## config.mk

```make
export PLATFORM = sky130hd
export DESIGN_NAME = cbez_lerp_cell
export DESIGN_NICKNAME = d
export VERILOG_FILES = /design/src/rtl/core/cbez_lerp_cell.sv
export SDC_FILE = /design/constraint.sdc
export NUM_CORES = 1
export LEC_CHECK = 0
export BUFFER_PORTS_ARGS = -buffer_cell sky130_fd_sc_hd__clkbuf_2
export CAP_MARGIN = 20
export CORE_MARGIN = 4
export CORE_UTILIZATION = 55
export DETAILED_ROUTE_END_ITERATION = 8
export PLACE_DENSITY = 0.79
export SETUP_SLACK_MARGIN = 0.15
export SYNTH_ARGS = -nofsm -noshare
export SYNTH_HDL_FRONTEND = slang
export SYNTH_SLANG_ARGS = --single-unit
```

## constraint.sdc

```tcl
create_clock -name clk -period 7.97 [get_ports clk]
set_input_delay 1.594 -clock clk [delete_from_list [all_inputs] [get_ports clk]]
set_output_delay 1.594 -clock clk [all_outputs]
set_load 0.01 [all_outputs]
```

## src/rtl/core/cbez_lerp_cell.sv

```systemverilog
`timescale 1ns / 1ps
// One de Casteljau cell: a*s + b*t, exact; the products are registered, then their sum.
// Depends on nothing.
module cbez_lerp_cell #(
	parameter int W = 16,
	parameter int FRACTION_BITS = 16
) (
	input  logic                          clk,
	input  logic signed [W-1:0]           a,
	input  logic signed [W-1:0]           b,
	input  logic [FRACTION_BITS:0]        s,
	input  logic [FRACTION_BITS:0]        t,
	output logic signed [W+FRACTION_BITS-1:0] y
);
	localparam int PW = W + FRACTION_BITS + 2;

	logic signed [PW-1:0] pa_s1;
	logic signed [PW-1:0] pb_s1;
	logic signed [PW-1:0] sum;

	assign sum = pa_s1 + pb_s1;

	always_ff @(posedge clk) begin
		pa_s1 <= a * $signed({1'b0, s});
		pb_s1 <= b * $signed({1'b0, t});
		y     <= sum[W+FRACTION_BITS-1:0];
	end
endmodule

```

==> summary.md <==
| Metric | Value |
|---|---|
| Syn Std Cell Area | 22300 um^2 |
| Outcome | finished, final reports clean |
| Core Area | 39800 um^2 |
| Drt first pass iters | 5 |
| Vias per cell | 5.58 |
| CTS Hold Bufs | 0 |
| Final Hold Viols | 0 |
| Vias in the first global route | 18500 |
| Worst-path clk slew | 60 ps |
| EDFF count, synth | 0 |
| Drt wl/cell | ~17 um |
| RSZ-0062 raised after global routing | false |
| Register area share after synthesis | under 10% |
| Distinct cells, synth | 68 |
| Initial DRC Count | between 1000 and 1500 |
| Setup-failing EPs final | 0 |
| Antenna violations before repair | 0 |
| Clock root buffer | clkbuf_16 |
| Most used DFF post-synth | dfxtp_1 |
| Min cycle time layout | just over 7000 ps |
| Startpoint Class | input pin |
| Worst Path Required | about 8200 ps |
| Final Skew | 6.48 ps |
| Initial Utilization | 55.9% |
| CTS tree | done |
| Total CTS buffers | 9 |
| # DRC | 0 |
| Die area | 43700 um^2 |
| Mapped Avg Cell Area | 8.81 um^2 |
| Critical Path AT | between 7000 and 8000 ps |
| # Max-Cap Violations | 0 |
| Kind of critical path | in -> reg |
| Placed wire-length estimate | 42500 um |
| RePlAce Congestion | 0.925 |
| Area delta synth->final | 4.91% |
| Total gr overflow | 0 |
| Number of nets with antenna violations after routing | 0 |
| Ant diodes | 0 |
| Crit-path max FO | 16 |
| HP Class | reg -> reg |
| First-pass GRT wire length | slightly below 90000 um |
| H-tree depth | 3 |
| CP startpoint | s[8] |
| Gr usage total | 24.0% |
| CTS Sinks | 96 |
| Multi-input combinational cell area | 17900 um^2 |
| Largest net degree at the start of global routing | 18 |
| Fin crit share | 88.4% |
| HP Start | pb_s1[0] |
| Yosys warnings | 0 |
| Ports | a little under 100 |
| Critical path endpoint category | flip-flop |
| Row count | 73 |
| FFs w/ async S/R, synth | 0% |
| Worst skew pair latency | roughly 350 ps |
| Sequential cell area | 1920 um^2 |
| Cts repair resizes | 0 |
| Chip width | 209 um |
| Syn Nets | 3266 |
| Final #Nets | between 3000 and 4000 |
| Input/output buffers | 98 |
| Post-Route WL | 50800 um |
| Post-Syn Instances | ~2500 |
| Setup tns final | 0 ps |
| DR vias | between 15000 and 20000 |
| Postcts setup bufs | 0 |
| Slew Limit Fails | 0 |
| Reg2reg start | pa_s1[0] |
| Deepest clock path buffer count | 2 |
| Die H | 209 um |
| Flops & latches, synth | 96 |
| # fillers | 3506 |
| Measured slew at the worst slew-check pin | between 800 and 900 ps |
| Share of cells above drive strength 1 | under 10% |
| Max frequency | 142 MHz |
| Relative slew slack | a little under half |
==> Yosys cell counts (13+ instances only) <==
cell        n  area [um^2]
xnor2_1    58          508
inv_1     531         1990
clkbuf_1   95          357
xor2_1     26          228
dfxtp_1    96         1920
nand3_1    18         90.1
o21ai_0    44          220
nand2b_1   21          131
a21o_1     42          315
nand4_1    17          106
a211oi_1   14          105
ha_1      257         3220
nor2_1     71          267
fa_1      417         8350
a21oi_1    91          455
o21ai_1    18         90.1
o21a_1     13         97.6
nand2_1   302         1130
and2_1    263         1650
nor3_1     18         90.1
==> through the flow <==
stage / hold WS [ps] / utilization, % / instances / setup WS, ps / cell area, um^2
6_report: 455 / 58.6 / 3070 / 924 / 23300
3_5_place_dp: 437 / 57.9 / 3055 / 627 / 23100
5_1_grt: 480 / 58.6 / 3070 / 563 / 23300
3_3_place_gp: 441 / 57.9 / 3055 / 677 / 23100
2_1_floorplan: 420 / - / 2525 / 932 / 22300
4_1_cts: 459 / 58.6 / 3070 / 981 / 23300
==> critical path, stage by stage <==
cell	delay, ps
clkbuf_2	250
and2_1	260
fa_1	530
inv_1	50
fa_1	450
fa_1	510
inv_1	50
fa_1	490
fa_1	490
inv_1	50
fa_1	470
inv_1	40
ha_1	470
nand4_1	320
o41ai_1	550
buf_4	200
o21ai_1	160
o21ai_1	200
xor2_1	160
==> layer usage <==
metal / vias up / track usage, % / share of wire (%)
met5: - / 0 / 0
li1: 7806 / - / -
met1: 8632 / 32.1 / 41
met2: 569 / 40.7 / 49
met4: 0 / 7.47 / 3.2
met3: 126 / 3.44 / 6.1
==> state kept, by name, summed over array words and instances, names as in the netlist <==
signal / cells
pb_s1: 32
pa_s1: 32
y: 32
==> cells in the final DEF, fill, tap and decap left out, types with 13 or more instances in the layout <==
| cell type | n |
|---|---|
| fa_1 | 417 |
| nor2_1 | 71 |
| nand4_1 | 17 |
| dfxtp_1 | 96 |
| o21ai_0 | 44 |
| o21ai_1 | 18 |
| o21a_1 | 13 |
| clkbuf_2 | 98 |
| nand2b_1 | 21 |
| inv_1 | 531 |
| xor2_1 | 26 |
| nand3_1 | 18 |
| nand2_1 | 302 |
| ha_1 | 257 |
| and2_1 | 263 |
| a21oi_1 | 91 |
| a211oi_1 | 14 |
| xnor2_1 | 58 |
| nor3_1 | 18 |
| a21o_1 | 42 |
==> kinds of logic (layout without fill, tap and decap cells) <==
kind of cell / count (synthesis) / in the layout / synth area share (%)
and+or+nand+nor: 738 / 738 / 16.4
adders and majority gates: 674 / 674 / 52.0
buffers and inverters: 633 / 653 / 10.8
AOI/OAI and AO/OA: 297 / 297 / 8.74
DFF: 96 / 96 / 8.64
xor gates and xnor gates: 84 / 84 / 3.31
muxes: 3 / 3 / 0.141
==> cell type report <==
class                           instances  share of cell area, %
Timing Repair Buffer                  105                   2.33
Clock inverter                          6                  0.289
Sequential cell                        96                   8.23
Tap cell                              525                   2.81
Clock buffer                            9                  0.965
Multi-Input combinational cell       1796                   76.8
Inverter                              533                   8.57
==> final timing paths <==
check	to	slack, ps	cells past startpoint
worst min-delay path	y[0]	460	1
worst min register to register	y[0]	460	1
worst max register to register	y[26]	4850	10
worst max-delay path	pa_s1[26]	920	19
Power is left out: the tool's default activity adds up to more than one toggle a clock period on the data nets, which glitch-free logic cannot reach.
