**config.mk**
```make
export PLATFORM = sky130hd
export DESIGN_NAME = cbez_div_cell
export DESIGN_NICKNAME = d
export VERILOG_FILES = /design/src/rtl/core/cbez_pkg.sv /design/src/rtl/core/cbez_div_cell.sv
export SDC_FILE = /design/constraint.sdc
export NUM_CORES = 1
export LEC_CHECK = 0
export BUFFER_PORTS_ARGS = -buffer_cell sky130_fd_sc_hd__buf_4
export CAP_MARGIN = 20
export CORE_AREA = 2 2 140 142
export DETAILED_ROUTE_END_ITERATION = 12
export DIE_AREA = 0 0 142 144
export PLACE_DENSITY = 0.64
export SLEW_MARGIN = 0
export SYNTH_ARGS = -nofsm -noshare
export SYNTH_HDL_FRONTEND = slang
export SYNTH_SLANG_ARGS = --single-unit
```
**constraint.sdc**
```tcl
create_clock -name clk -period 0.8 [get_ports clk]
set_clock_uncertainty 0.05 [all_clocks]
set_input_delay 0.04 -clock clk [delete_from_list [all_inputs] [get_ports clk]]
set_output_delay 0.04 -clock clk [all_outputs]
set_load 0.02 [all_outputs]
```
**src/rtl/core/cbez_pkg.sv**
```systemverilog
`timescale 1ns / 1ps
// Shared types and constants for the cubic Bezier sampler.
// No dependencies.
package cbez_pkg;

	localparam int IDX_W = 11;
	localparam int NUM_PTS = 4;
	localparam int NUM_AXES = 2;

	typedef struct packed {
		logic [IDX_W-1:0] idx;
		logic             last;
		logic             clamped;
		logic             sat;
	} tag_t;

endpackage

```
**src/rtl/core/cbez_div_cell.sv**
```systemverilog
`timescale 1ns / 1ps
// One restoring-division cell: produces one quotient bit per cycle.
// Depends on cbez_pkg.
module cbez_div_cell #(
	parameter int FRACTION_BITS = 16,
	parameter int PTS_W = 128
) (
	input  logic                            clk,
	input  logic                            arst_n,
	input  logic                            vld_in,
	input  cbez_pkg::tag_t                  tag_in,
	input  logic [PTS_W-1:0]                pts_in,
	input  logic [cbez_pkg::IDX_W-1:0]      seg_in,
	input  logic [cbez_pkg::IDX_W-1:0]      rem_in,
	input  logic [FRACTION_BITS-1:0]        quo_in,
	output logic                            vld_out,
	output cbez_pkg::tag_t                  tag_out,
	output logic [PTS_W-1:0]                pts_out,
	output logic [cbez_pkg::IDX_W-1:0]      seg_out,
	output logic [cbez_pkg::IDX_W-1:0]      rem_out,
	output logic [FRACTION_BITS-1:0]        quo_out
);
	logic [cbez_pkg::IDX_W:0] rem2;
	logic                     ge;
	logic [cbez_pkg::IDX_W:0] diff;

	assign rem2 = {rem_in, 1'b0};
	assign ge   = rem2 >= {1'b0, seg_in};
	assign diff = rem2 - {1'b0, seg_in};

	always_ff @(posedge clk or negedge arst_n) begin
		if (!arst_n) begin
			vld_out <= 1'b0;
		end else begin
			vld_out <= vld_in;
		end
	end

	always_ff @(posedge clk) begin
		tag_out <= tag_in;
		pts_out <= pts_in;
		seg_out <= seg_in;
		rem_out <= ge ? diff[cbez_pkg::IDX_W-1:0] : rem2[cbez_pkg::IDX_W-1:0];
		quo_out <= {quo_in[FRACTION_BITS-2:0], ge};
	end
endmodule

```
==> impl_results.md, run 1 <==
* Min-Delay Path Class: in -> reg
* Final setup fails at 193
* Number of remaining DRC errors at 0
* Root Driver: clkbuf_16
* Max-cap violations at 0
* WP data arrival at 1.67 ns
* Fin. max-slew vios at 0
* Slew of the pin with the lowest slew margin at 0.3973 ns
* # clock sinks at 181
* Number of instances in the placed design at 911
* Vias in the first global route at 4860
* Layout cells sized above 1 at 72.49%
* Period utilization at 177.4%
* Die area at 20450 um^2
* Routed WL at 19020 um
* Peak supply drop at 1.215 mV
* Final Hold Fails at 5
* H-Tree Depth at 4
* Die Y at 144 um
* Initial antenna violation count at 1
* CP Max Fanout at 8
* Final min period at 1.419 ns
* Port bufs at 362
* Core Box Area at 19080 um^2
* Synth unique cells at 42
* Clock slew at reported path FFs at 0.07 ns
* RSZ-0062 raised after global routing: yes
* Num CTS Buffers at 17
* First DRT Iteration DRCs at 99
* Tot GR Track Use at 17.96%
* Worst hold slack at -0.1111 ns
* Register area share after synthesis at 83.02%
* CTS tree: yes
* EDFF count, synth at 0
* Synthesized flop and latch total at 181
* DIE WIDTH at 142 um
* CTS Hold Bufs at 179
* Worst setup path startpoint: seg_in[1]
* Violated checks: negative hold slack, negative setup slack
* Final worst setup slack at -0.6189 ns
* Syn. warnings at 0
* Data required, critical path at 1.05 ns
* First-pass GRT wire length at 27050 um
* # rows at 51
* Pre-antenna DRT Iters at 4
* Post-synth top flop: dfxtp_1
* Syn_area_per_cell at 15.61 um^2
* Starting Density at 22.91%
* Area Growth Syn to Fin at 155.0%
* Status: finished with violations
* DR vias at 4432
* Avg WL per Cell at 16.89 um
* Nets at 1069
* Largest net degree at the start of global routing at 20
* CTS max path bufs at 2
* CP peak stage delay at 0.36 ns
* Final Util at 58.40%
* PwrDens at 2034 nW/um^2
* Syn nets at 475
* Crit path max-delay cell type: a211o_4
* Leakage at 5.074 nW
* Worst Setup EP: rem_out[7]$_DFF_P_
* Crit Path Category: in -> reg
* Ys async rst share at 0.5525%
* Routed Antenna Nets at 0
* DP HPWL at 11880 um
* Grt ovf at 0
* CP Launch Type: input pin
* Worst-path cell chain: buf_8 > inv_8 > ha_4 > ha_4 > o211ai_1 > nand2_1 > a211o_4 > nor2_8 > inv_8 > mux2_4
* Routed vias/inst at 3.936
* Routability-driven placement congestion ratio at 0.7897
* Synth Cell Area at 4370 um^2
* Fmax at 704.8 MHz
* Worst slew margin at 73.36%
* Ports at 364
* Hold_sp: rem_in[10]
* Non-filler cells, final at 1126
* Crit. End Element: register
* Post-Synthesis Cells at 280
==> cell usage after synthesis, types with 2 or more instances <==
| cell | n | area [um^2] |
|---|---|---|
| nor3_1 | 4 | 20.02 |
| o211ai_1 | 2 | 15.01 |
| nor2b_1 | 3 | 18.77 |
| nand3_1 | 4 | 20.02 |
| nor2_1 | 9 | 33.78 |
| xnor2_1 | 3 | 26.28 |
| o21a_1 | 3 | 22.52 |
| ha_1 | 11 | 137.6 |
| nand2_1 | 6 | 22.52 |
| dfxtp_1 | 180 | 3603 |
| mux2_4 | 5 | 75.07 |
| inv_1 | 13 | 48.80 |
| a21oi_1 | 7 | 35.03 |
| o31ai_1 | 2 | 15.01 |
==> layout make-up <==
type / count / area (um^2)
Fill cell: 1434 / 7936
Timing Repair Buffer: 577 / 5478
Sequential cell: 181 / 3852
Multi-Input combinational cell: 83 / 854.6
Clock buffer: 18 / 439.2
Tap cell: 238 / 297.8
Clock inverter: 14 / 148.9
Inverter: 14 / 70.07
Antenna cell: 1 / 2.502
==> sequential cells by signal, summed over array words and instances (netlist names) <==
signal,count
tag_out,14
rem_out,11
quo_out,16
pts_out,128
seg_out,11
vld_out,1
==> cell usage in the layout, fill, tap and decap left out, drive strengths merged, types with 2 or more instances in the layout <==
cell type	n
buf	398
dfxtp	180
dlygate4sd3	179
inv	23
clkbuf	18
ha	11
nor2	10
a21oi	9
nand2	6
mux2	6
nand3	4
nor3	4
clkinv	4
xnor2	3
o21a	3
nor2b	3
o211ai	2
o31ai	2
o21ai	2
==> power by group <==
group          switching (mW)  internal [mW]  total [mW]
registers               0.293           9.69        9.98
clock network            3.96           4.28        8.23
logic                    1.78           2.67        4.45
==> metrics by stage <==
stage | setup WS (ns) | area, um^2 | total power [mW] | setup TNS (ns) | hold WS (ns)
final | -0.6189 | 11140 | 22.67 | -33.01 | -0.1111
after global routing | -0.6427 | 11140 | 23.62 | -41.68 | -0.1185
after CTS | -0.5998 | 11080 | 22.80 | -36.89 | -0.1231
after detailed placement | -1.139 | 7670 | 13.13 | -12.26 | -0.2337
after global placement | -1.111 | 7670 | 13.10 | -12.14 | -0.2310
after floorplan | -0.9396 | 4423 | 11.20 | -9.699 | -0.3056
==> per-layer routing <==
metal	GRT usage, %	wire length, um	vias to the layer above
li1	-	-	2115
met5	0	0	-
met4	7.053	592	0
met2	34.50	10620	191
met3	6.126	1243	31
met1	17.68	6564	2095
==> worst max-delay path, delay by kind of cell <==
family / cells / cell delay (ns)
buffers and inverters: 3 / 0.23
adder cells (fa/ha/maj): 2 / 0.35
AO/OA/AOI/OAI: 2 / 0.52
AND/OR/NAND/NOR: 2 / 0.23
multiplexers: 1 / 0.29
==> what timing repair did <==
action                     in CTS  in global routing
setup endpoints to repair     193                193
hold endpoints to repair      181                  6
resized for setup             376                 11
pin swaps                       8                  7
setup buffers                   3                  1
==> logic make-up after synthesis <==
kind of cell | count (synthesis) | synth area share, %
flops | 181 | 83.02
simple gates | 33 | 4.152
compound gates | 28 | 4.810
buf+inv | 16 | 1.632
fa+ha+maj | 12 | 3.607
mux | 6 | 1.975
xor+xnor | 4 | 0.8017
==> worst min path at each step <==
stage | to | slack (ns) | cells past startpoint
after global placement | vld_out$_DFF_PN0_ | -0.23 | 1
after global routing | rem_out[4]$_DFF_P_ | -0.12 | 3
after detailed placement | vld_out$_DFF_PN0_ | -0.23 | 1
final | rem_out[10]$_DFF_P_ | -0.11 | 4
after floorplan | vld_out$_DFF_PN0_ | -0.31 | 0
after CTS | rem_out[4]$_DFF_P_ | -0.12 | 3
No activity file was read; power rests on OpenSTA's default activity.
==> run 2, diff against run 1 <==
Settings changed: CAP_MARGIN 20 to unset, PLACE_DENSITY 0.64 to 0.62.
==> run 2 against run 1 <==
Against the previous run: the flow still finishes with violations (negative hold slack, negative setup slack); critical path depth is 2 lower; first-iteration DRC count is 13% lower; sequential power hardly changed; utilization is 0.13 points higher; final cell count is 0.36% higher; sequential share of layout area is 0.077 points lower; clock power is 3.0% lower; non-clock buffer count is 5 higher; clock-buffer cell count stayed put; setup slack better by 0.011 ns; flip-flop and latch count stayed put; global-route usage is 0.43 points lower.
==> impl_results.md, run 2 (synthesis gave the netlist of run 1 again) <==
* Period utilization at 175.9% (was 177.4%)
* Leakage at 5.091 nW (was 5.074 nW)
* DR vias at 4442 (was 4432)
* Violated checks: negative hold slack, negative setup slack (unchanged)
* Grt ovf at 0 (unchanged)
* Final min period at 1.407 ns (was 1.419 ns)
* CP Launch Type: input pin (unchanged)
* Tot GR Track Use at 17.54% (was 17.96%)
* H-Tree Depth at 4 (unchanged)
* Slew of the pin with the lowest slew margin at 0.2618 ns (was 0.3973 ns)
* CTS max path bufs at 2 (unchanged)
* Area Growth Syn to Fin at 155.5% (was 155.0%)
* Final setup fails at 193 (unchanged)
* Ports at 364 (unchanged)
* Worst-path cell chain: buf_8 > inv_6 > ha_4 > nor2b_4 > o2111ai_4 > a311oi_2 > or4_1 > a31o_1 (was buf_8 > inv_8 > ha_4 > ha_4 > o211ai_1 > nand2_1 > a211o_4 > nor2_8 > inv_8 > mux2_4)
* Die Y at 144 um (unchanged)
* Routed vias/inst at 3.931 (was 3.936)
* Stages on worst setup path at 8 (was 10)
* Commonest non-fill, non-tap cell in the layout: buf_4 (unchanged)
* Fin Setup TNS at -32.83 ns (was -33.01 ns)
* DP HPWL at 11800 um (was 11880 um)
* Number of remaining DRC errors at 0 (unchanged)
* Avg WL per Cell at 16.75 um (was 16.89 um)
* Pre-antenna DRT Iters at 4 (unchanged)
* CTS tree: yes (unchanged)
* Final Cell Area at 11170 um^2 (was 11140 um^2)
* Final Util at 58.54% (was 58.40%)
* Initial antenna violation count at 0 (was 1)
* Routability-driven placement congestion ratio at 0.7864 (was 0.7897)
* Port bufs at 362 (unchanged)
* Max reg flops at 128 (unchanged)
* CP peak stage delay at 0.53 ns (was 0.36 ns)
* Data required, critical path at 1.06 ns (was 1.05 ns)
* Worst path bufs/invs at 2 (was 3)
* Top reg by flops: pts_out (unchanged)
* Crit path max-delay cell type: or4_1 (was a211o_4)
* Vias in the first global route at 4707 (was 4860)
* # rows at 51 (unchanged)
* CP Max Fanout at 2 (was 8)
* Crit Path Category: in -> reg (unchanged)
* Most frequent cells in the layout: 215 x buf_4, 187 x buf_6, 179 x dlygate4sd3_1, 179 x dfxtp_2, 17 x clkbuf_16 (was 213 x buf_4, 184 x buf_6, 179 x dlygate4sd3_1, 179 x dfxtp_2, 17 x clkbuf_16)
* DP Area at 7677 um^2 (was 7670 um^2)
* Largest net degree at the start of global routing at 20 (unchanged)
* Final Hold Fails at 3 (was 5)
* Final worst setup slack at -0.6075 ns (was -0.6189 ns)
* Min-Delay Path Class: in -> reg (unchanged)
* Routed WL at 18920 um (was 19020 um)
* Layout cells sized above 1 at 72.76% (was 72.49%)
* Die area at 20450 um^2 (unchanged)
* Num CTS Buffers at 17 (unchanged)
* RSZ-0062 raised after global routing: yes (unchanged)
* Crit. End Element: register (unchanged)
* Fin. max-slew vios at 0 (unchanged)
* Routed Antenna Nets at 0 (unchanged)
* Worst Setup EP: rem_out[9]$_DFF_P_ (was rem_out[7]$_DFF_P_)
* CP top delay family: simple AND/OR/NAND/NOR gates (was compound AO/OA/AOI/OAI gates)
* First DRT Iteration DRCs at 86 (was 99)
* Largest regs: pts_out: 128 flops, quo_out: 16 flops, tag_out: 14 flops (unchanged)
* Worst hold slack at -0.09984 ns (was -0.1111 ns)
* Nets at 1074 (was 1069)
* CTS Hold Bufs at 179 (unchanged)
* Peak supply drop at 1.322 mV (was 1.215 mV)
* Clock slew at reported path FFs at 0.07 ns (about the same)
* Status: finished with violations (unchanged)
* Starting Density at 22.91% (unchanged)
* Worst setup path startpoint: seg_in[1] (unchanged)
* First-pass GRT wire length at 26520 um (was 27050 um)
* Worst slew margin at 82.51% (was 73.36%)
* WP data arrival at 1.66 ns (was 1.67 ns)
* Antenna cell count at 0 (was 1)
* Max-cap violations at 0 (unchanged)
* DIE WIDTH at 142 um (unchanged)
* # clock sinks at 181 (unchanged)
* Core Box Area at 19080 um^2 (unchanged)
* Fmax at 710.5 MHz (was 704.8 MHz)
* PwrDens at 2009 nW/um^2 (was 2034 nW/um^2)
* Root Driver: clkbuf_16 (unchanged)
-- run 2: stage by stage --
stage | setup slack [ns] | power, mW | std cells | hold slack (ns)
3_5_place_dp | -1.139 | 13.13 | 912 | -0.2244
6_report | -0.6075 | 22.44 | 1130 | -0.09984
2_1_floorplan | -0.9396 | 11.20 | 280 | -0.3056
5_1_grt | -0.6427 | 23.39 | 1130 | -0.1157
3_3_place_gp | -1.123 | 13.10 | 912 | -0.2260
4_1_cts | -0.5771 | 22.55 | 1125 | -0.1115
-- run 2: worst min path at each step --
| stage | startpoint | endpoint | slack [ns] | depth (start not counted) |
|---|---|---|---|---|
| floorplan | arst_n | vld_out$_DFF_PN0_ | -0.31 | 0 |
| CTS | rem_in[6] | rem_out[7]$_DFF_P_ | -0.11 | 3 |
| global placement | arst_n | vld_out$_DFF_PN0_ | -0.23 | 1 |
| global route | rem_in[2] | rem_out[3]$_DFF_P_ | -0.12 | 3 |
| finish | rem_in[2] | rem_out[3]$_DFF_P_ | -0.1 | 3 |
| detailed placement | arst_n | vld_out$_DFF_PN0_ | -0.22 | 1 |
-- run 2: final cells by class --
| cell class | instances | area, um^2 |
|---|---|---|
| Clock inverter | 14 | 140.1 |
| Sequential cell | 181 | 3852 |
| Fill cell | 1454 | 7911 |
| Multi-Input combinational cell | 83 | 852.1 |
| Tap cell | 238 | 297.8 |
| Timing Repair Buffer | 582 | 5527 |
| Inverter | 14 | 70.07 |
| Clock buffer | 18 | 429.2 |
-- run 2: timing repair --
action,in CTS,in global routing
endpoints found under the setup margin,193,193
endpoints found under the hold margin,180,4
cloned,0,0
pin swaps,10,7
buffers inserted,2,5
gates resized for setup,376,16
-- run 2: routing by layer --
layer / global-route usage, % / vias to the layer above / share of wire [%]
met4: 6.526 / 0 / 2.6
met2: 33.33 / 180 / 55
met1: 18.59 / 2106 / 37
li1: - / 2128 / -
met5: 0 / - / 0
met3: 4.536 / 28 / 5.0
-- run 2: power by group --
group	total, mW	leakage [nW]	switching (mW)	internal [mW]
Clock	7.98	0.274	3.83	4.15
Sequential	9.97	1.53	0.286	9.69
Combinational	4.49	3.29	1.79	2.70
